<file path="src/design/tfd_pkg.sv">
package tfd_pkg;

    // Geometry and PWM scale.
    localparam int HALF_WIDTH = 320;
    localparam int PWM_RANGE  = 100;

    // Field widths.
    localparam int X_W      = 10;
    localparam int Y_W      = 9;
    localparam int GAIN_W   = 20;
    localparam int SIZE_W   = 11;
    localparam int DUTY_W   = 7;
    localparam int BOOST_W  = 6;
    localparam int XE_W     = 10;
    localparam int DXE_W    = XE_W + 1;
    localparam int SE_W     = 12;
    localparam int CW       = 13;
    localparam int SUM_W    = 32;
    localparam int MB_W     = SUM_W + 1;
    localparam int PROD_W   = GAIN_W + 1 + MB_W;
    localparam int ACC_W    = 60;
    localparam int FRAC_W   = 16;
    localparam int SPD_W    = ACC_W - FRAC_W;
    localparam int SHAMT_W  = 3;
    localparam int PC_W     = 4;
    localparam int CIDX_W   = 3;
    localparam int CDATA_W  = 20;
    localparam int MODE_W   = 2;

    // Stream payload widths.
    localparam int IN_DATA_W  = 40;
    localparam int OUT_DATA_W = 16;

    // Register indexes.
    localparam logic [CIDX_W-1:0] REG_TURN_KP     = 3'd0;
    localparam logic [CIDX_W-1:0] REG_TURN_KI     = 3'd1;
    localparam logic [CIDX_W-1:0] REG_TURN_KD     = 3'd2;
    localparam logic [CIDX_W-1:0] REG_RUN_KP      = 3'd3;
    localparam logic [CIDX_W-1:0] REG_RUN_KD      = 3'd4;
    localparam logic [CIDX_W-1:0] REG_TARGET_SIZE = 3'd5;
    localparam logic [CIDX_W-1:0] REG_MAX_DUTY    = 3'd6;
    localparam logic [CIDX_W-1:0] REG_TURN_BOOST  = 3'd7;

    // Drive modes.
    localparam logic [MODE_W-1:0] MODE_STOP  = 2'd0;
    localparam logic [MODE_W-1:0] MODE_SPIN  = 2'd1;
    localparam logic [MODE_W-1:0] MODE_DRIVE = 2'd2;

    // Multiplier operand pair selects.
    localparam logic [2:0] MUL_NONE = 3'd0;
    localparam logic [2:0] MUL_TP   = 3'd1;
    localparam logic [2:0] MUL_TI   = 3'd2;
    localparam logic [2:0] MUL_TD   = 3'd3;
    localparam logic [2:0] MUL_RP   = 3'd4;
    localparam logic [2:0] MUL_RD   = 3'd5;

    // Accumulator operations.
    localparam logic [2:0] ACC_HOLD  = 3'd0;
    localparam logic [2:0] ACC_LOAD  = 3'd1;
    localparam logic [2:0] ACC_ADD   = 3'd2;
    localparam logic [2:0] ACC_ADDSH = 3'd3;
    localparam logic [2:0] ACC_CLR   = 3'd4;

    // Jump conditions.
    localparam logic [1:0] J_NONE    = 2'd0;
    localparam logic [1:0] J_NOFOUND = 2'd1;
    localparam logic [1:0] J_NOSPIN  = 2'd2;
    localparam logic [1:0] J_ALWAYS  = 2'd3;

    // Program addresses that are jump targets.
    localparam logic [PC_W-1:0] STEP_DRIVE = 4'd12;
    localparam logic [PC_W-1:0] STEP_EMIT  = 4'd15;

    typedef struct packed {
        logic [2:0]         mul_sel;
        logic [2:0]         acc_op;
        logic [SHAMT_W-1:0] shamt;
        logic               derive;
        logic               upd_turn;
        logic               save_t;
        logic               spd_spin;
        logic               spd_drive;
        logic               upd_size;
        logic               emit;
        logic [1:0]         jcond;
        logic [PC_W-1:0]    jtarget;
    } tfd_uword_t;

    typedef struct packed {
        tfd_uword_t uw;
        logic       fire;
    } tfd_ctrl_t;

    typedef struct packed {
        logic found;
        logic spin;
        logic out_block;
    } tfd_cond_t;

    typedef struct packed {
        logic            busy;
        logic [PC_W-1:0] pc;
    } tfd_stat_t;

    // Control store.
    function automatic tfd_uword_t tfd_rom(input logic [PC_W-1:0] pc);
        tfd_uword_t w;
        w = '0;
        unique case (pc)
            4'd0:
            begin
                w.derive  = 1'b1;
                w.jcond   = J_NOFOUND;
                w.jtarget = STEP_EMIT;
            end
            4'd1:
            begin
                w.mul_sel = MUL_TP;
                w.acc_op  = ACC_LOAD;
            end
            4'd2:
            begin
                w.mul_sel = MUL_TI;
                w.acc_op  = ACC_ADD;
            end
            4'd3:
            begin
                w.mul_sel  = MUL_TD;
                w.acc_op   = ACC_ADD;
                w.upd_turn = 1'b1;
            end
            4'd4:
            begin
                w.save_t  = 1'b1;
                w.acc_op  = ACC_CLR;
                w.jcond   = J_NOSPIN;
                w.jtarget = STEP_DRIVE;
            end
            4'd5, 4'd6, 4'd7, 4'd8, 4'd9, 4'd10:
            begin
                w.acc_op = ACC_ADDSH;
                w.shamt  = SHAMT_W'(pc - 4'd5);
            end
            4'd11:
            begin
                w.spd_spin = 1'b1;
                w.jcond    = J_ALWAYS;
                w.jtarget  = STEP_EMIT;
            end
            4'd12:
            begin
                w.mul_sel  = MUL_RP;
                w.acc_op   = ACC_LOAD;
                w.upd_size = 1'b1;
            end
            4'd13:
            begin
                w.mul_sel = MUL_RD;
                w.acc_op  = ACC_ADD;
            end
            4'd14:
            begin
                w.spd_drive = 1'b1;
            end
            4'd15:
            begin
                w.emit = 1'b1;
            end
            default:
            begin
                w = '0;
            end
        endcase
        return w;
    endfunction

    // Drop the Q16 fraction, rounding toward zero.
    function automatic logic signed [SPD_W-1:0] tfd_trunc(input logic signed [ACC_W-1:0] v);
        logic signed [ACC_W-1:0] adj;
        adj = v + (v[ACC_W-1] ? ACC_W'((1 << FRAC_W) - 1) : '0);
        return adj[ACC_W-1:FRAC_W];
    endfunction

    // Clamp a speed and encode it as {reverse, duty}.
    function automatic logic [DUTY_W:0] tfd_encode(input logic signed [SPD_W-1:0] s,
                                                   input logic [DUTY_W-1:0]      lim);
        logic signed [SPD_W-1:0] lim_s;
        logic signed [SPD_W-1:0] c;
        logic signed [SPD_W-1:0] d;
        lim_s = SPD_W'(lim);
        if (s > lim_s)
            c = lim_s;
        else if (s < -lim_s)
            c = -lim_s;
        else
            c = s;
        if (c[SPD_W-1])
        begin
            d = SPD_W'(PWM_RANGE) + c;
            return {1'b1, d[DUTY_W-1:0]};
        end
        return {1'b0, c[DUTY_W-1:0]};
    endfunction

endpackage

</file>
<file path="src/design/tfd_sequencer.sv">
module tfd_sequencer
    import tfd_pkg::*;
(
    input  logic      clk,
    input  logic      rst_n,
    input  logic      accept,
    input  tfd_cond_t cond,
    output tfd_ctrl_t ctrl,
    output tfd_stat_t stat
);

    logic            busy_reg, busy_next;
    logic [PC_W-1:0] pc_reg, pc_next;
    tfd_uword_t      uw;
    logic            fire;
    logic            taken;

    // Fetch the current control word.
    assign uw   = tfd_rom(pc_reg);
    assign fire = busy_reg && !(uw.emit && cond.out_block);

    // Jump condition decode.
    always_comb
    begin
        unique case (uw.jcond)
            J_NONE:    taken = 1'b0;
            J_NOFOUND: taken = !cond.found;
            J_NOSPIN:  taken = !cond.spin;
            J_ALWAYS:  taken = 1'b1;
            default:   taken = 1'b0;
        endcase
    end

    // Step counter.
    always_comb
    begin
        busy_next = busy_reg;
        pc_next   = pc_reg;
        if (!busy_reg)
        begin
            if (accept)
            begin
                busy_next = 1'b1;
                pc_next   = '0;
            end
        end
        else if (fire)
        begin
            if (uw.emit)
            begin
                busy_next = 1'b0;
                pc_next   = '0;
            end
            else if (taken)
                pc_next = uw.jtarget;
            else
                pc_next = PC_W'(pc_reg + 1'b1);
        end
    end

    always_ff @(posedge clk or negedge rst_n)
    begin
        if (!rst_n)
        begin
            busy_reg <= 1'b0;
            pc_reg   <= '0;
        end
        else
        begin
            busy_reg <= busy_next;
            pc_reg   <= pc_next;
        end
    end

    assign ctrl.uw   = uw;
    assign ctrl.fire = fire;
    assign stat.busy = busy_reg;
    assign stat.pc   = pc_reg;

endmodule

</file>
<file path="config.mk">
export PLATFORM = sky130hd
export DESIGN_NAME = tfd_sequencer
export DESIGN_NICKNAME = d
export VERILOG_FILES = /design/src/design/tfd_pkg.sv /design/src/design/tfd_sequencer.sv
export SDC_FILE = /design/constraint.sdc
export NUM_CORES = 1
export LEC_CHECK = 0
export BUFFER_PORTS_ARGS = -buffer_cell sky130_fd_sc_hd__buf_4
export CAP_MARGIN = 20
export CORE_MARGIN = 3
export CORE_UTILIZATION = 45
export CTS_BUF_LIST = sky130_fd_sc_hd__clkbuf_2
export CTS_CLUSTER_DIAMETER = 80
export CTS_CLUSTER_SIZE = 24
export DETAILED_ROUTE_END_ITERATION = 6
export GPL_ROUTABILITY_DRIVEN = 0
export HOLD_SLACK_MARGIN = 0.06
export PLACE_DENSITY_LB_ADDON = 0.15
export SYNTH_ARGS = -nofsm -noshare
export SYNTH_HDL_FRONTEND = slang
export SYNTH_SLANG_ARGS = --single-unit
</file>
<file path="constraint.sdc">
create_clock -name clk -period 2 [get_ports clk]
set_clock_uncertainty 0.05 [all_clocks]
set_input_delay 0.2 -clock clk [delete_from_list [all_inputs] [get_ports clk]]
set_output_delay 0.2 -clock clk [all_outputs]
set_load 0.02 [all_outputs]
</file>
Yosys cells after proc, flatten, opt, wreduce, memory -nomap -nowiden

Index checks and enable logic that the tools add are counted.

Bits in registers: 5

Reduce and logical (&&, ||, !) cells: 12
Eq/ne operators: 19
$add $sub $neg: 2
Multiplexer cells: 21

Operators with widths:

| operator                                               | count |
|---|---|
| == test 4 bit (second input constant)                  | 8 |
| 2-to-1 mux 4 bit                                       | 5 |
| one-hot mux 6 bit (3 select lines)                     | 1 |
| == test 4 x 3 -> 1 bit (second input constant)         | 4 |
| one-hot mux 3 bit (5 select lines)                     | 1 |
| one-hot mux 3 bit (4 select lines)                     | 1 |
| 2-to-1 mux 1 bit                                       | 11 |
| == test 4 x 2 -> 1 bit (second input constant)         | 2 |
| OR reduction 6 bit                                     | 1 |
| adder 4 x 1 -> 4 bit (second input constant)           | 1 |
| == test 2 bit (second input constant)                  | 2 |
| == test 4 x 1 -> 1 bit (second input constant)         | 1 |
| logical NOT 4 bit                                      | 1 |
| one-hot mux 1 bit (4 select lines)                     | 1 |
| logical NOT 1 bit                                      | 3 |
| 2-to-1 mux 3 bit                                       | 1 |
| OR reduction 3 bit                                     | 1 |
| subtractor 3 bit (second input constant)               | 1 |
| == test 2 x 1 -> 1 bit (second input constant)         | 1 |
| logical AND 1 bit                                      | 2 |
| logical NOT 2 bit                                      | 1 |
| inequality test 2 x 1 -> 1 bit (second input constant) | 1 |
| AND reduction 2 bit                                    | 1 |
| nonzero test 2 bit                                     | 1 |
| OR reduction 2 bit                                     | 1 |

Depth between registers and ports, before layout

Depth in word-level cells: 8
Gate-level depth with buffers: 6

Worst setup path before layout

OpenSTA, ideal clock, no wires.

Path kind: flip-flop to output port
Start: register pc_reg[0]
End: output port ctrl[2] (netlist bit)
Arrival: 1.928 ns
Stages on the path, launching flop included: 7
Slack: -0.178 ns
Data required time: 1.750 ns
Buffers on the path: 2
Cells stage by stage: dfrtp_1 inv_1 ha_1 nand2b_1 buf_2 o21ai_0 buf_4

RTL lines:

| what                   | line                | source |
|---|---|---|
| start, declared        | tfd_sequencer.sv:13 | `logic [PC_W-1:0] pc_reg, pc_next;` |
| start signal, assigned | tfd_sequencer.sv:71 | `pc_reg <= pc_next;` |
| end, declared          | tfd_sequencer.sv:8  | `output tfd_ctrl_t ctrl,` |

==> flow_metrics.tcl <==
set metrics [dict create \
    coreArea_mm2 0.00122 \
    p_leak_nw 0.485 \
    worst_pin_slew_ns 0.483 \
    antennaDiodeCount 0 \
    post_route_cells_drive_above_1_share_pct 43.0 \
    multiInputGateArea_um2 404 \
    async_reset_ff_share_pct 100 \
    fillerInstances 105 \
    post-place-ws_ns 0.168 \
    post-synth-top-count-cell "nor2_1" \
    whs_endpoint "busy_reg" \
    cts_sinks 5 \
    antenna_found_initial 0 \
    cp_num_buf_inv 2 \
    synth_cell_types 32 \
    cts_tree "built" \
    portBuffers 33 \
    num_vias 694 \
    worstReg2RegStart "pc_reg[0]" \
    route.detailed.drc 0 \
    syn_area_um2 634 \
    clkTransAtPathRegs_ns 0.05 \
    slew_headroom_pct 67.8 \
    synth_cells 84 \
    finalHoldViolCount 0 \
    avgViaCountPerCell 5.42 \
    yosysWarnings 0 \
    dp.cells 120 \
    yosysTopAreaCell "dfrtp_1" \
    die_x_um 43.5 \
    synth_ff_type "dfrtp_1" \
    p_per_area_mw_per_mm2 2220 \
    maxCapViolCount 0 \
    max_clock_freq_ghz 0.541 \
    drtPass1Iterations 4 \
    critPathTopFamily "flip-flops" \
    ys_top_cells_by_area "dfrtp_1 (20%), ha_1 (7.9%), buf_4 (7.1%)" \
    crit_type "reg2out" \
    fin_setup_tns_ns 0 \
    largest_register_ff_count 4 \
    grt_pass1_vias 561 \
    dpl_cell_area_um2 821 \
    fin_ws_ns 0.150 \
    reg2reg_depth 5 \
    ir_drop_mv 1.46 \
    fin_cells 128 \
    crit_chain "inv_1 > ha_2 > mux2i_1 > a21o_1 > nor2_1 > buf_4" \
    drtIter0Drc 13 \
    min-delay-start "accept" \
    yosysSeqAreaShare_pct 19.7 \
    synth_common_cells "nor2_1 (10), inv_1 (8), buf_4 (6)" \
    finalNetCount 125 \
    clockBufferDepth 2 \
    avgSynthCellArea_um2 7.55 \
    cpPeakStageDelay_ns 0.45 \
    slew_viol_final 0 \
    power_w 0.00197 \
    ff_latch_area_um2 129 \
    die_h_um 43.5 \
    grt_pass1_wl_um 2320 \
    fin_crit_sh_pct 92.5 \
    rows 12 \
    hold_depth 3 \
    die-area_mm2 0.00190 \
    worstPathMaxFanout 7 \
    r2r-end "pc_reg[1]" \
    rsz0062_at_grt "false" \
    synth_nets 94 \
    setup_viol_count_final 0 \
    postRouteWirelength_um 1550 \
    overflow 0 \
    start_kind "register" \
    grt_usage_pct 15.4 \
    syn2layout_area_growth_pct 40.0 \
    cp-end-kind "output pin" \
    status "complete, no violations" \
    grt_start_max_net_pins 18 \
    worstPathArrival_ns 1.60 \
    numCtsBuffers 3 \
    synth_edf_count 0 \
    postLayoutCellArea_um2 888 \
    io_pins 34 \
    initial_core_util_pct 52.2 \
    synth_seq_cells 5 \
    slowest_stage "dfrtp_2" \
    hp-class "in2reg" \
    min_period_ns 1.85 \
    wire_per_inst_um 12.1 \
    cts.htree.levels 1 \
    r2r_setup_slack_ns 0.32 \
    post-synth-top-area-fraction_pct 19.7 \
    cts_root_buf "clkbuf_2" \
    clock_latency_ns 0.22 \
    ant_nets 0 \
    required_ns 1.75 \
]
==> per-stage QoR <==
step,hold slack [ns],util (%)
final,0.216,73.0
after global routing,0.230,73.0
after CTS,0.219,70.3
after detailed placement,-0.0486,67.5
after global placement,-0.0487,67.5
after floorplan,-0.146,-
==> cell families after synthesis <==
| family | after synthesis | share of synthesized area (%) |
|---|---|---|
| compound gates | 21 | 23.3 |
| buf+inv | 20 | 18.3 |
| flops | 5 | 19.7 |
| fa+ha+maj | 4 | 7.89 |
| mux | 2 | 3.94 |
| xor+xnor | 2 | 2.76 |
| simple gates | 30 | 24.1 |
==> how the worst max path moves through the flow <==
stage | from | endpoint | slack (ns) | depth (start not counted)
after floorplan | pc_reg[0] | ctrl[2] | 0.05 | 6
after global placement | pc_reg[0] | ctrl[1] | 0.22 | 4
after detailed placement | pc_reg[0] | ctrl[1] | 0.17 | 4
after CTS | pc_reg[0] | ctrl[1] | 0.03 | 5
after global routing | pc_reg[0] | ctrl[6] | 0.02 | 5
final | pc_reg[0] | ctrl[16] | 0.15 | 6
==> where the power goes <==
group	leakage (nW)	internal, W	switching (W)
registers	0.0524	0.000157	0.000150
logic	0.416	0.000721	0.000848
clock network	0.0166	0.0000529	0.0000400
==> cells in the final DEF (no fill, tap or decap), types with 2 or more instances in the layout <==
| cell | instances |
|---|---|
| nand3_1 | 5 |
| dfrtp_2 | 3 |
| a21o_1 | 2 |
| nand2_1 | 4 |
| o21ai_0 | 4 |
| clkbuf_2 | 4 |
| nor3b_1 | 2 |
| dfrtp_1 | 2 |
| and3_1 | 2 |
| a32o_1 | 3 |
| a21oi_1 | 2 |
| inv_1 | 8 |
| nand2b_1 | 2 |
| o211ai_1 | 3 |
| ha_2 | 3 |
| nor2_1 | 10 |
| buf_4 | 37 |
| and2_1 | 2 |
==> worst min-delay path: stages <==
cell     delay (ns)
buf_4          0.11
nor2_1         0.08
a31oi_1        0.05
==> final cells by class <==
cell class,count,area share [%]
inverter,8,3.38
timing repair buffer,38,32.4
tap,14,1.97
sequential,5,14.5
multi-input combinational,59,45.5
clock buffer,4,2.25
==> repair_timing <==
item	4_1_cts	5_1_grt
endpoints found under the setup margin	8	9
endpoints found under the hold margin	5	0
buffers inserted	0	3
hold buffers	1	0
pin swaps	0	1
resized for setup	2	5
==> routing by layer <==
| layer | track usage, % | vias up | routed length (µm) |
|---|---|---|---|
| met5 | 0 | - | 0 |
| met4 | 6.63 | 0 | 17 |
| met3 | 1.24 | 2 | 153 |
| met2 | 24.7 | 29 | 726 |
| met1 | 20.9 | 320 | 650 |
| li1 | - | 343 | - |
No activity file was read; power rests on OpenSTA's default activity.
