## src/design/tfd_pkg.sv

```systemverilog
package tfd_pkg;

    // Geometry and PWM scale.
    localparam int HALF_WIDTH = 320;
    localparam int PWM_RANGE  = 100;

    // Field widths.
    localparam int X_W      = 10;
    localparam int Y_W      = 9;
    localparam int GAIN_W   = 20;
    localparam int SIZE_W   = 11;
    localparam int DUTY_W   = 7;
    localparam int BOOST_W  = 6;
    localparam int XE_W     = 10;
    localparam int DXE_W    = XE_W + 1;
    localparam int SE_W     = 12;
    localparam int CW       = 13;
    localparam int SUM_W    = 32;
    localparam int MB_W     = SUM_W + 1;
    localparam int PROD_W   = GAIN_W + 1 + MB_W;
    localparam int ACC_W    = 60;
    localparam int FRAC_W   = 16;
    localparam int SPD_W    = ACC_W - FRAC_W;
    localparam int SHAMT_W  = 3;
    localparam int PC_W     = 4;
    localparam int CIDX_W   = 3;
    localparam int CDATA_W  = 20;
    localparam int MODE_W   = 2;

    // Stream payload widths.
    localparam int IN_DATA_W  = 40;
    localparam int OUT_DATA_W = 16;

    // Register indexes.
    localparam logic [CIDX_W-1:0] REG_TURN_KP     = 3'd0;
    localparam logic [CIDX_W-1:0] REG_TURN_KI     = 3'd1;
    localparam logic [CIDX_W-1:0] REG_TURN_KD     = 3'd2;
    localparam logic [CIDX_W-1:0] REG_RUN_KP      = 3'd3;
    localparam logic [CIDX_W-1:0] REG_RUN_KD      = 3'd4;
    localparam logic [CIDX_W-1:0] REG_TARGET_SIZE = 3'd5;
    localparam logic [CIDX_W-1:0] REG_MAX_DUTY    = 3'd6;
    localparam logic [CIDX_W-1:0] REG_TURN_BOOST  = 3'd7;

    // Drive modes.
    localparam logic [MODE_W-1:0] MODE_STOP  = 2'd0;
    localparam logic [MODE_W-1:0] MODE_SPIN  = 2'd1;
    localparam logic [MODE_W-1:0] MODE_DRIVE = 2'd2;

    // Multiplier operand pair selects.
    localparam logic [2:0] MUL_NONE = 3'd0;
    localparam logic [2:0] MUL_TP   = 3'd1;
    localparam logic [2:0] MUL_TI   = 3'd2;
    localparam logic [2:0] MUL_TD   = 3'd3;
    localparam logic [2:0] MUL_RP   = 3'd4;
    localparam logic [2:0] MUL_RD   = 3'd5;

    // Accumulator operations.
    localparam logic [2:0] ACC_HOLD  = 3'd0;
    localparam logic [2:0] ACC_LOAD  = 3'd1;
    localparam logic [2:0] ACC_ADD   = 3'd2;
    localparam logic [2:0] ACC_ADDSH = 3'd3;
    localparam logic [2:0] ACC_CLR   = 3'd4;

    // Jump conditions.
    localparam logic [1:0] J_NONE    = 2'd0;
    localparam logic [1:0] J_NOFOUND = 2'd1;
    localparam logic [1:0] J_NOSPIN  = 2'd2;
    localparam logic [1:0] J_ALWAYS  = 2'd3;

    // Program addresses that are jump targets.
    localparam logic [PC_W-1:0] STEP_DRIVE = 4'd12;
    localparam logic [PC_W-1:0] STEP_EMIT  = 4'd15;

    typedef struct packed {
        logic [2:0]         mul_sel;
        logic [2:0]         acc_op;
        logic [SHAMT_W-1:0] shamt;
        logic               derive;
        logic               upd_turn;
        logic               save_t;
        logic               spd_spin;
        logic               spd_drive;
        logic               upd_size;
        logic               emit;
        logic [1:0]         jcond;
        logic [PC_W-1:0]    jtarget;
    } tfd_uword_t;

    typedef struct packed {
        tfd_uword_t uw;
        logic       fire;
    } tfd_ctrl_t;

    typedef struct packed {
        logic found;
        logic spin;
        logic out_block;
    } tfd_cond_t;

    typedef struct packed {
        logic            busy;
        logic [PC_W-1:0] pc;
    } tfd_stat_t;

    // Control store.
    function automatic tfd_uword_t tfd_rom(input logic [PC_W-1:0] pc);
        tfd_uword_t w;
        w = '0;
        unique case (pc)
            4'd0:
            begin
                w.derive  = 1'b1;
                w.jcond   = J_NOFOUND;
                w.jtarget = STEP_EMIT;
            end
            4'd1:
            begin
                w.mul_sel = MUL_TP;
                w.acc_op  = ACC_LOAD;
            end
            4'd2:
            begin
                w.mul_sel = MUL_TI;
                w.acc_op  = ACC_ADD;
            end
            4'd3:
            begin
                w.mul_sel  = MUL_TD;
                w.acc_op   = ACC_ADD;
                w.upd_turn = 1'b1;
            end
            4'd4:
            begin
                w.save_t  = 1'b1;
                w.acc_op  = ACC_CLR;
                w.jcond   = J_NOSPIN;
                w.jtarget = STEP_DRIVE;
            end
            4'd5, 4'd6, 4'd7, 4'd8, 4'd9, 4'd10:
            begin
                w.acc_op = ACC_ADDSH;
                w.shamt  = SHAMT_W'(pc - 4'd5);
            end
            4'd11:
            begin
                w.spd_spin = 1'b1;
                w.jcond    = J_ALWAYS;
                w.jtarget  = STEP_EMIT;
            end
            4'd12:
            begin
                w.mul_sel  = MUL_RP;
                w.acc_op   = ACC_LOAD;
                w.upd_size = 1'b1;
            end
            4'd13:
            begin
                w.mul_sel = MUL_RD;
                w.acc_op  = ACC_ADD;
            end
            4'd14:
            begin
                w.spd_drive = 1'b1;
            end
            4'd15:
            begin
                w.emit = 1'b1;
            end
            default:
            begin
                w = '0;
            end
        endcase
        return w;
    endfunction

    // Drop the Q16 fraction, rounding toward zero.
    function automatic logic signed [SPD_W-1:0] tfd_trunc(input logic signed [ACC_W-1:0] v);
        logic signed [ACC_W-1:0] adj;
        adj = v + (v[ACC_W-1] ? ACC_W'((1 << FRAC_W) - 1) : '0);
        return adj[ACC_W-1:FRAC_W];
    endfunction

    // Clamp a speed and encode it as {reverse, duty}.
    function automatic logic [DUTY_W:0] tfd_encode(input logic signed [SPD_W-1:0] s,
                                                   input logic [DUTY_W-1:0]      lim);
        logic signed [SPD_W-1:0] lim_s;
        logic signed [SPD_W-1:0] c;
        logic signed [SPD_W-1:0] d;
        lim_s = SPD_W'(lim);
        if (s > lim_s)
            c = lim_s;
        else if (s < -lim_s)
            c = -lim_s;
        else
            c = s;
        if (c[SPD_W-1])
        begin
            d = SPD_W'(PWM_RANGE) + c;
            return {1'b1, d[DUTY_W-1:0]};
        end
        return {1'b0, c[DUTY_W-1:0]};
    endfunction

endpackage

```

## src/design/tfd_datapath.sv

```systemverilog
module tfd_datapath
    import tfd_pkg::*;
(
    input  logic                  clk,
    input  logic                  rst_n,
    input  logic                  accept,
    input  logic [IN_DATA_W-1:0]  s_tdata,
    input  logic                  s_tuser,
    input  logic                  cfg_write,
    input  logic [CIDX_W-1:0]     cfg_index,
    input  logic [CDATA_W-1:0]    cfg_data,
    input  tfd_ctrl_t             ctrl,
    input  logic                  m_tready,
    output tfd_cond_t             cond,
    output logic                  m_tvalid,
    output logic [OUT_DATA_W-1:0] m_tdata,
    output logic [MODE_W-1:0]     m_tuser
);

    // Configuration registers.
    logic [GAIN_W-1:0]  turn_kp_reg, turn_ki_reg, turn_kd_reg, run_kp_reg, run_kd_reg;
    logic [SIZE_W-1:0]  target_size_reg;
    logic [DUTY_W-1:0]  max_duty_reg;
    logic [BOOST_W-1:0] turn_boost_reg;

    // Controller state.
    logic signed [XE_W-1:0]  prev_xe_reg;
    logic signed [SUM_W-1:0] sum_reg;
    logic signed [SE_W-1:0]  prev_se_reg;

    // Item registers.
    logic             found_reg;
    logic [X_W-1:0]   left_reg, right_reg;
    logic [Y_W-1:0]   top_reg, bottom_reg;
    logic signed [XE_W-1:0]  xe_reg;
    logic signed [SE_W-1:0]  se_reg;
    logic signed [DXE_W-1:0] dxe_reg;
    logic signed [CW-1:0]    dse_reg;
    logic             spin_reg;
    logic signed [ACC_W-1:0] acc_reg, acc_next;
    logic signed [ACC_W-1:0] t_reg;
    logic signed [SPD_W-1:0] spd_l_reg, spd_r_reg;

    // Result register.
    logic                  out_valid_reg;
    logic [OUT_DATA_W-1:0] out_data_reg;
    logic [MODE_W-1:0]     out_mode_reg;

    tfd_uword_t uw;
    assign uw = ctrl.uw;

    // Errors from the box.
    localparam logic signed [CW-1:0] HW_C     = CW'(HALF_WIDTH);
    localparam logic signed [CW-1:0] SPIN_LIM = CW'(HALF_WIDTH / 2);
    localparam logic signed [CW-1:0] XE_MAX   = CW'((1 << (XE_W - 1)) - 1);
    localparam logic signed [CW-1:0] XE_MIN   = -CW'(1 << (XE_W - 1));
    localparam logic signed [CW-1:0] SE_MAX   = CW'((1 << (SE_W - 1)) - 1);
    localparam logic signed [CW-1:0] SE_MIN   = -CW'(1 << (SE_W - 1));

    logic [CW-1:0]          lr_sum;
    logic signed [CW-1:0]   xe_raw, se_raw, hw_sum;
    logic signed [XE_W-1:0] xe_sat;
    logic signed [SE_W-1:0] se_sat;
    logic signed [CW-1:0]   xe_ext;

    always_comb
    begin
        lr_sum = CW'(left_reg) + CW'(right_reg);
        xe_raw = $signed({1'b0, lr_sum[CW-1:1]}) - HW_C;
        hw_sum = ($signed(CW'(bottom_reg)) - $signed(CW'(top_reg)))
               + ($signed(CW'(right_reg)) - $signed(CW'(left_reg)));
        se_raw = $signed(CW'(target_size_reg)) - hw_sum;
        if (xe_raw > XE_MAX)
            xe_sat = XE_MAX[XE_W-1:0];
        else if (xe_raw < XE_MIN)
            xe_sat = XE_MIN[XE_W-1:0];
        else
            xe_sat = xe_raw[XE_W-1:0];
        if (se_raw > SE_MAX)
            se_sat = SE_MAX[SE_W-1:0];
        else if (se_raw < SE_MIN)
            se_sat = SE_MIN[SE_W-1:0];
        else
            se_sat = se_raw[SE_W-1:0];
        xe_ext = CW'(xe_sat);
    end

    // Shared multiplier: unsigned gain against a signed operand.
    logic [GAIN_W-1:0]        mul_a;
    logic signed [MB_W-1:0]   mul_b;
    logic signed [PROD_W-1:0] prod;

    always_comb
    begin
        case (uw.mul_sel)
            MUL_TP:
            begin
                mul_a = turn_kp_reg;
                mul_b = MB_W'(xe_reg);
            end
            MUL_TI:
            begin
                mul_a = turn_ki_reg;
                mul_b = MB_W'(sum_reg);
            end
            MUL_TD:
            begin
                mul_a = turn_kd_reg;
                mul_b = MB_W'(dxe_reg);
            end
            MUL_RP:
            begin
                mul_a = run_kp_reg;
                mul_b = MB_W'(se_reg);
            end
            MUL_RD:
            begin
                mul_a = run_kd_reg;
                mul_b = MB_W'(dse_reg);
            end
            default:
            begin
                mul_a = '0;
                mul_b = '0;
            end
        endcase
        prod = $signed({1'b0, mul_a}) * mul_b;
    end

    // Accumulator.
    always_comb
    begin
        case (uw.acc_op)
            ACC_LOAD:  acc_next = ACC_W'(prod);
            ACC_ADD:   acc_next = acc_reg + ACC_W'(prod);
            ACC_ADDSH: acc_next = turn_boost_reg[uw.shamt] ? acc_reg + (t_reg <<< uw.shamt)
                                                           : acc_reg;
            ACC_CLR:   acc_next = '0;
            default:   acc_next = acc_reg;
        endcase
    end

    // Integral update with 32-bit saturation.
    logic signed [SUM_W:0]   sum_wide;
    logic signed [SUM_W-1:0] sum_sat;
    localparam logic signed [SUM_W:0] SUM_MAX = (SUM_W + 1)'((64'sd1 <<< (SUM_W - 1)) - 1);
    localparam logic signed [SUM_W:0] SUM_MIN = -(SUM_W + 1)'(64'sd1 <<< (SUM_W - 1));

    always_comb
    begin
        sum_wide = (SUM_W + 1)'(sum_reg) + (SUM_W + 1)'(xe_reg);
        if (sum_wide > SUM_MAX)
            sum_sat = SUM_MAX[SUM_W-1:0];
        else if (sum_wide < SUM_MIN)
            sum_sat = SUM_MIN[SUM_W-1:0];
        else
            sum_sat = sum_wide[SUM_W-1:0];
    end

    // Speed split and output encoding.
    logic signed [SPD_W-1:0] acc_int, t_int;
    logic [DUTY_W-1:0]       limit;
    logic [DUTY_W:0]         enc_r, enc_l;

    always_comb
    begin
        acc_int = tfd_trunc(acc_reg);
        t_int   = tfd_trunc(t_reg);
        if (10'(max_duty_reg) > 10'(PWM_RANGE))
            limit = DUTY_W'(PWM_RANGE);
        else
            limit = max_duty_reg;
        enc_r = tfd_encode(spd_r_reg, limit);
        enc_l = tfd_encode(spd_l_reg, limit);
    end

    // Configuration and controller state.
    always_ff @(posedge clk or negedge rst_n)
    begin
        if (!rst_n)
        begin
            turn_kp_reg     <= GAIN_W'(655);
            turn_ki_reg     <= '0;
            turn_kd_reg     <= GAIN_W'(328);
            run_kp_reg      <= GAIN_W'(15991);
            run_kd_reg      <= GAIN_W'(52429);
            target_size_reg <= SIZE_W'(500);
            max_duty_reg    <= DUTY_W'(40);
            turn_boost_reg  <= BOOST_W'(9);
            prev_xe_reg     <= '0;
            sum_reg         <= '0;
            prev_se_reg     <= '0;
            out_valid_reg   <= 1'b0;
        end
        else
        begin
            if (cfg_write)
            begin
                case (cfg_index)
                    REG_TURN_KP:     turn_kp_reg     <= cfg_data;
                    REG_TURN_KI:     turn_ki_reg     <= cfg_data;
                    REG_TURN_KD:     turn_kd_reg     <= cfg_data;
                    REG_RUN_KP:      run_kp_reg      <= cfg_data;
                    REG_RUN_KD:      run_kd_reg      <= cfg_data;
                    REG_TARGET_SIZE: target_size_reg <= cfg_data[SIZE_W-1:0];
                    REG_MAX_DUTY:    max_duty_reg    <= cfg_data[DUTY_W-1:0];
                    REG_TURN_BOOST:  turn_boost_reg  <= cfg_data[BOOST_W-1:0];
                    default:         ;
                endcase
            end
            if (ctrl.fire && uw.upd_turn)
            begin
                prev_xe_reg <= xe_reg;
                sum_reg     <= sum_sat;
            end
            if (ctrl.fire && uw.upd_size)
                prev_se_reg <= se_reg;
            if (ctrl.fire && uw.emit)
                out_valid_reg <= 1'b1;
            else if (m_tready)
                out_valid_reg <= 1'b0;
        end
    end

    // Working registers of one item.
    always_ff @(posedge clk)
    begin
        if (accept)
        begin
            found_reg  <= s_tuser;
            left_reg   <= s_tdata[9:0];
            top_reg    <= s_tdata[18:10];
            right_reg  <= s_tdata[28:19];
            bottom_reg <= s_tdata[37:29];
        end
        if (ctrl.fire)
        begin
            if (uw.derive)
            begin
                xe_reg   <= xe_sat;
                se_reg   <= se_sat;
                dxe_reg  <= DXE_W'(xe_sat) - DXE_W'(prev_xe_reg);
                dse_reg  <= CW'(se_sat) - CW'(prev_se_reg);
                spin_reg <= (xe_ext > SPIN_LIM) || (xe_ext < -SPIN_LIM);
            end
            acc_reg <= acc_next;
            if (uw.save_t)
                t_reg <= acc_reg;
            if (uw.spd_spin)
            begin
                spd_l_reg <= acc_int;
                spd_r_reg <= -acc_int;
            end
            if (uw.spd_drive)
            begin
                spd_l_reg <= acc_int + t_int;
                spd_r_reg <= acc_int - t_int;
            end
            if (uw.emit)
            begin
                if (found_reg)
                begin
                    out_data_reg <= {enc_l, enc_r};
                    out_mode_reg <= spin_reg ? MODE_SPIN : MODE_DRIVE;
                end
                else
                begin
                    out_data_reg <= '0;
                    out_mode_reg <= MODE_STOP;
                end
            end
        end
    end

    assign cond.found     = found_reg;
    assign cond.spin      = spin_reg;
    assign cond.out_block = out_valid_reg && !m_tready;

    assign m_tvalid = out_valid_reg;
    assign m_tdata  = out_data_reg;
    assign m_tuser  = out_mode_reg;

endmodule

```

## config.mk

```make
export PLATFORM = sky130hd
export DESIGN_NAME = tfd_datapath
export DESIGN_NICKNAME = d
export VERILOG_FILES = /design/src/design/tfd_pkg.sv /design/src/design/tfd_datapath.sv
export SDC_FILE = /design/constraint.sdc
export NUM_CORES = 2
export LEC_CHECK = 0
export BUFFER_PORTS_ARGS = -buffer_cell sky130_fd_sc_hd__buf_2
export CAP_MARGIN = 20
export CORE_MARGIN = 3
export CORE_UTILIZATION = 30
export DETAILED_ROUTE_END_ITERATION = 7
export HOLD_SLACK_MARGIN = 0.06
export MAX_ROUTING_LAYER = met4
export SLEW_MARGIN = 20
export SYNTH_ARGS = -nofsm -noshare
export SYNTH_HDL_FRONTEND = slang
export SYNTH_SLANG_ARGS = --single-unit
export TNS_END_PERCENT = 10
```

## constraint.sdc

```tcl
create_clock -name clk -period 12.5 [get_ports clk]
set_clock_uncertainty 0.1 [all_clocks]
set_input_delay 2.5 -clock clk [delete_from_list [all_inputs] [get_ports clk]]
set_output_delay 2.5 -clock clk [all_outputs]
set_load 0.03 [all_outputs]
```

# Word-level counts from Yosys, hierarchy flattened
# Index checks and enable logic that the tools add are counted.
[word_totals] regBits=491 latch_bits=0 ramBits=0 romBits=0 in_bits=92 word_cells=139 n_memories=0
[op_classes] addsub=19 mul=1 n_div=0 n_lt_le_gt_ge=14 n_eq_ne=17 n_shift=1 muxes=32 bitwise=0 n_reduce_logical=25
[ops] cell="44-bit two-way mux" n=8
[ops] cell="60-bit case mux with 4 select lines" n=1
[ops] cell="33-bit case mux with 5 select lines" n=1
[ops] cell="60-bit by 16-bit adder with 60-bit output" n=2
[ops] cell="20-bit case mux with 5 select lines" n=1
[ops] cell="44-bit by 8-bit > comparator with 1-bit output" n=2
[ops] cell="44-bit < comparator" n=2
[ops] cell="32-bit two-way mux" n=2
[ops] cell="60-bit by 54-bit adder with 60-bit output" n=1
[ops] cell="60-bit adder" n=1
[ops] cell="60-bit two-way mux" n=1
[ops] cell="60-bit by 3-bit <<< shifter with 60-bit output" n=1
[ops] cell="21-bit by 33-bit multiplier with 54-bit output" n=1
[ops] cell="44-bit adder" n=1
[ops] cell="44-bit negation" n=1
[ops] cell="7-bit negation with 44-bit output" n=1
[ops] cell="44-bit subtractor" n=1
[ops] cell="32-bit by 10-bit adder with 33-bit output" n=1
[ops] cell="33-bit by 32-bit > comparator with 1-bit output (second input constant)" n=1
[ops] cell="33-bit by 32-bit < comparator with 1-bit output (second input constant)" n=1
[ops] cell="16-bit two-way mux" n=2
[ops] cell="2-bit AND reduction" n=14
[ops] cell="12-bit by 12-bit subtractor with 13-bit output" n=2
[ops] cell="12-bit two-way mux" n=2
[ops] cell="31 further kinds" n=58

# Logic depth before layout (Yosys ltp)
[depth] depth_word=9 ltp_mapped=48 mapped_depth_nobuf=44

# Worst setup path after synthesis
# No wires, ideal clock.
[synth_path] path_type="input port to flip-flop" start="input ctrl[20] (netlist bit)" end="register acc_reg[58] (data pin)" arrival_time_ps=12627 required_time_ps=12131 setup_slack_ps=-497 path_stages=40 path_cell_list="clkbuf_1 buf_1 mux2_2 a221oi_1 clkbuf_1 nor2_1 fa_1 inv_1 fa_1 fa_1 inv_1 fa_1 fa_1 fa_1 inv_1 fa_1 inv_1 ha_1 [4 not listed] o21ai_0 a21boi_0 o31a_1 o21ai_0 nor3b_1 o31ai_1 ha_1 a21o_1 a221o_1 a21oi_1 o21ai_0 a41oi_1 nand2_1 a41oi_1 a21oi_1 a221oi_1 xor2_1 o21ai_0"
[synth_via] elab_chain_cells=5 elab_cells_between_ends=10 classes_between="add/sub (1); mul (1); eq/ne (5); mux (3)"
[synth_lines] item="start: declaration" line="tfd_datapath.sv:12" text="input tfd_ctrl_t ctrl,"
[synth_lines] item="3-bit equality test (tied with other cells)" line="tfd_datapath.sv:95" text="case (uw.mul_sel)"
[synth_lines] item="20-bit case mux with 5 select lines / 33-bit case mux with 5 select lines (equally long branches)" line="tfd_datapath.sv:95"
[synth_lines] item="21-bit by 33-bit multiplier with 54-bit output (*)" line="tfd_datapath.sv:127" text="prod = $signed({1'b0, mul_a}) * mul_b;"
[synth_lines] item="60-bit by 54-bit adder with 60-bit output" line="tfd_datapath.sv:135" text="ACC_ADD: acc_next = acc_reg + ACC_W'(prod);"
[synth_lines] item="60-bit case mux with 4 select lines (*)" line="tfd_datapath.sv:133" text="case (uw.acc_op)"
[synth_lines] item="named net acc_next[58]" line="tfd_datapath.sv:40" text="logic signed [ACC_W-1:0] acc_reg, acc_next;"
[synth_lines] item="end signal: assignment" line="tfd_datapath.sv:246" text="acc_reg <= acc_next;"
[synth_lines] item="end: declaration" line="tfd_datapath.sv:40"
# The timed path passes the listed nets; every way through them passes the cells marked *.
# A chain may end at the register's enable or synchronous reset.

# Worst setup path after layout
[layout_path] start="input ctrl[20] (netlist bit)" end="register acc_reg[55] (data pin)"
# Same word-level chain as after synthesis.

==> impl_metrics.ini <==
[final_layout]
multi_input_area_um2 = 45100
nets = 8669
syn_to_final_growth_pct = 17.2
seq_area_um2 = 13900
drive_above_1_share_pct = 17.4
fill_cells = 21100

[timing]
rsz0062_at_grt = yes
slew-limit-headroom_pct = 30.6
drv_slew = 0
setup_viol = 0
tns_ps = 0
whs_ps = 387
period_needed_ps = 12110
worst_pin_slew_ps = 1030
finalCritPeriodShare_pct = 96.9
hold_viol_final = 0
timing.fmax_mhz = 82.6

[drt]
drc = 0
dr.pass1.iters = 6
vias_per_cell = 4.94
drt_iter0_markers = 3534
wl_per_cell_um = 17.8
routed_wirelength_mm = 183
routed-via-count = 50600
antenna_left = 0

[grt]
grt_pass1_wl_mm = 290
grt-busiest-layer = met2
grt.total_usage_pct = 17.1
grt_overflow = 0
met1_usage_pct = 22.5
grt_pass1_vias = 52100
antenna_found_initial = 9
met2_usage_pct = 28.1
grt_max_degree = 98
use_met3_pct = 1.92

[logic_synthesis]
synthTopCellsByArea = fa_1, edfxtp_1, ha_1, dfrtp_1, inv_1
ys_seq_elements = 490
synth-edff-count = 311
async_flop_share_pct = 36.5
yosysMostFrequentCell = inv_1
synth_top_area_share_pct = 21.0
synth_area_um2 = 63000
syn_inst = 6869
ys.flop_type = edfxtp_1
avgSynthCellArea_um2 = 9.17
yosysWarningCount = 0
ys_top_cells_by_count = inv_1, nor2_1, fa_1
synth_nets = 8140
synth.distinct_cells = 106
seq_area_frac_synth_pct = 22.0
synth_top_area_cell = fa_1

[critical_path]
cp_slowest_stage_delay_ps = 540
critPathCaptureType = flip-flop
start_kind = primary input
crit_type = in2reg
reg2reg_slack_ps = 2100
crit_slowest_cell = fa_1
crit_arrival_ps = 12410
cp_max_fo = 9
required_ps = 12800

[floorplanning]
die_h_um = 464
start_util_pct = 30.3
die_x_um = 464
num_io_pins = 114
std_cell_rows = 167
core-area_um2 = 208000
die-area_um2 = 215000

[clock_network]
tritoncts = built
h-tree-depth = 2
ctsLongestPathBuffers = 3
cts_sinks = 490
cts_hold_buf = 0
clk_latency_ps = 710
clkSlewWorstSetupHoldPaths_ps = 60
clockRootBuffer = clkbuf_16
cts_buffers = 57

[placement]
port_buffers = 105
routabilityCongestion = 0.941
dp_hpwl_mm = 151

[run]
max_cap_viol_count = 0

[status]
status = completed

[min_path]
hp-class = reg2reg
## layout by cell type, fill, tap and decap left out, drive strengths merged, types with 19 or more instances in the layout
| cell type | netlist | routed |
|---|---|---|
| buf | 35 | 780 |
| inv | 931 | 936 |
| and3 | 46 | 46 |
| a31oi | 40 | 40 |
| ha | 518 | 518 |
| nor2 | 684 | 684 |
| dfstp | 39 | 39 |
| nand2b | 75 | 75 |
| o211ai | 19 | 19 |
| xor2 | 132 | 132 |
| o21a | 50 | 50 |
| or3 | 21 | 21 |
| fa | 661 | 661 |
| maj3 | 30 | 30 |
| a221o | 21 | 21 |
| a21oi | 393 | 393 |
| clkinv | 1 | 25 |
| nor4 | 43 | 43 |
| a21o | 168 | 168 |
| and2 | 50 | 50 |
| o31ai | 19 | 19 |
| xnor2 | 255 | 255 |
| nand2 | 536 | 536 |
| mux2i | 97 | 97 |
| or2 | 26 | 26 |
| a221oi | 39 | 39 |
| dfrtp | 140 | 140 |
| o21bai | 42 | 42 |
| o21ai | 295 | 295 |
| nand3 | 86 | 86 |
| clkbuf | 276 | 69 |
| nor2b | 88 | 88 |
| o22ai | 35 | 35 |
| a211oi | 79 | 79 |
| nor3 | 89 | 89 |
| nand4 | 60 | 60 |
| edfxtp | 311 | 311 |
| a22oi | 30 | 30 |
| mux2 | 180 | 180 |
## metal layers
layer / wire [µm] / vias up
met4: 5310 / 0
met1: 83700 / 24900
met5: 0 / -
met2: 85500 / 1155
li1: - / 24300
met3: 7990 / 249
## worst paths after layout
kind	from	endpoint	cells after the start
min reg2reg	se_reg[10]	prev_se_reg[10]	1
min	se_reg[10]	prev_se_reg[10]	1
min in group asynchronous	rst_n	turn_ki_reg[16]	1
max	ctrl[20]	acc_reg[55]	45
max reg2reg	xe_reg[9]	acc_reg[59]	44
max in group asynchronous	rst_n	prev_xe_reg[8]	2
## kinds of logic after synthesis
family	Yosys count	synth area share [%]
and+or+nand+nor	1873	13.8
AOI/OAI and AO/OA	1373	14.1
buffers and inverters	1243	7.50
adders and majority gates	1209	31.8
DFF	490	22.0
xor gates and xnor gates	387	5.39
muxes	294	5.37
## stage by stage
stage,setup slack [ps],utilization (%),cells,area (µm²)
floorplan,-48.4,-,6869,63100
global placement,-1140,34.2,10100,71200
detailed placement,-1130,34.2,10100,71200
CTS,-24.3,35.2,10200,73300
global route,-57.7,35.5,10200,73800
finish,389,35.5,10200,73800
## timing repair
item	4_1_cts	5_1_grt
resized for setup	19	99
hold endpoints to repair	0	0
pin swaps	3	42
cloned	0	1
buffers inserted	2	15
endpoints found under the setup margin	18	28
## cell type report
type,count,area share (%)
diodes,5,0.0170
flip-flops and latches,490,18.8
clock inverters,39,0.617
repair buffers,781,7.90
multi-input cells,5136,61.1
clock buffers,68,2.09
inverters,932,4.74
well taps,2788,4.73
## worst max-delay path, delay by kind of cell
| family | cells | cell delay [ps] |
|---|---|---|
| fa+ha+maj | 9 | 3840 |
| compound gates | 16 | 3240 |
| buf+inv | 11 | 1310 |
| simple gates | 5 | 790 |
| mux | 2 | 430 |
| xor+xnor | 2 | 250 |
Power is left out: the tool's default activity adds up to more than one toggle a clock period on the data nets, which glitch-free logic cannot reach.
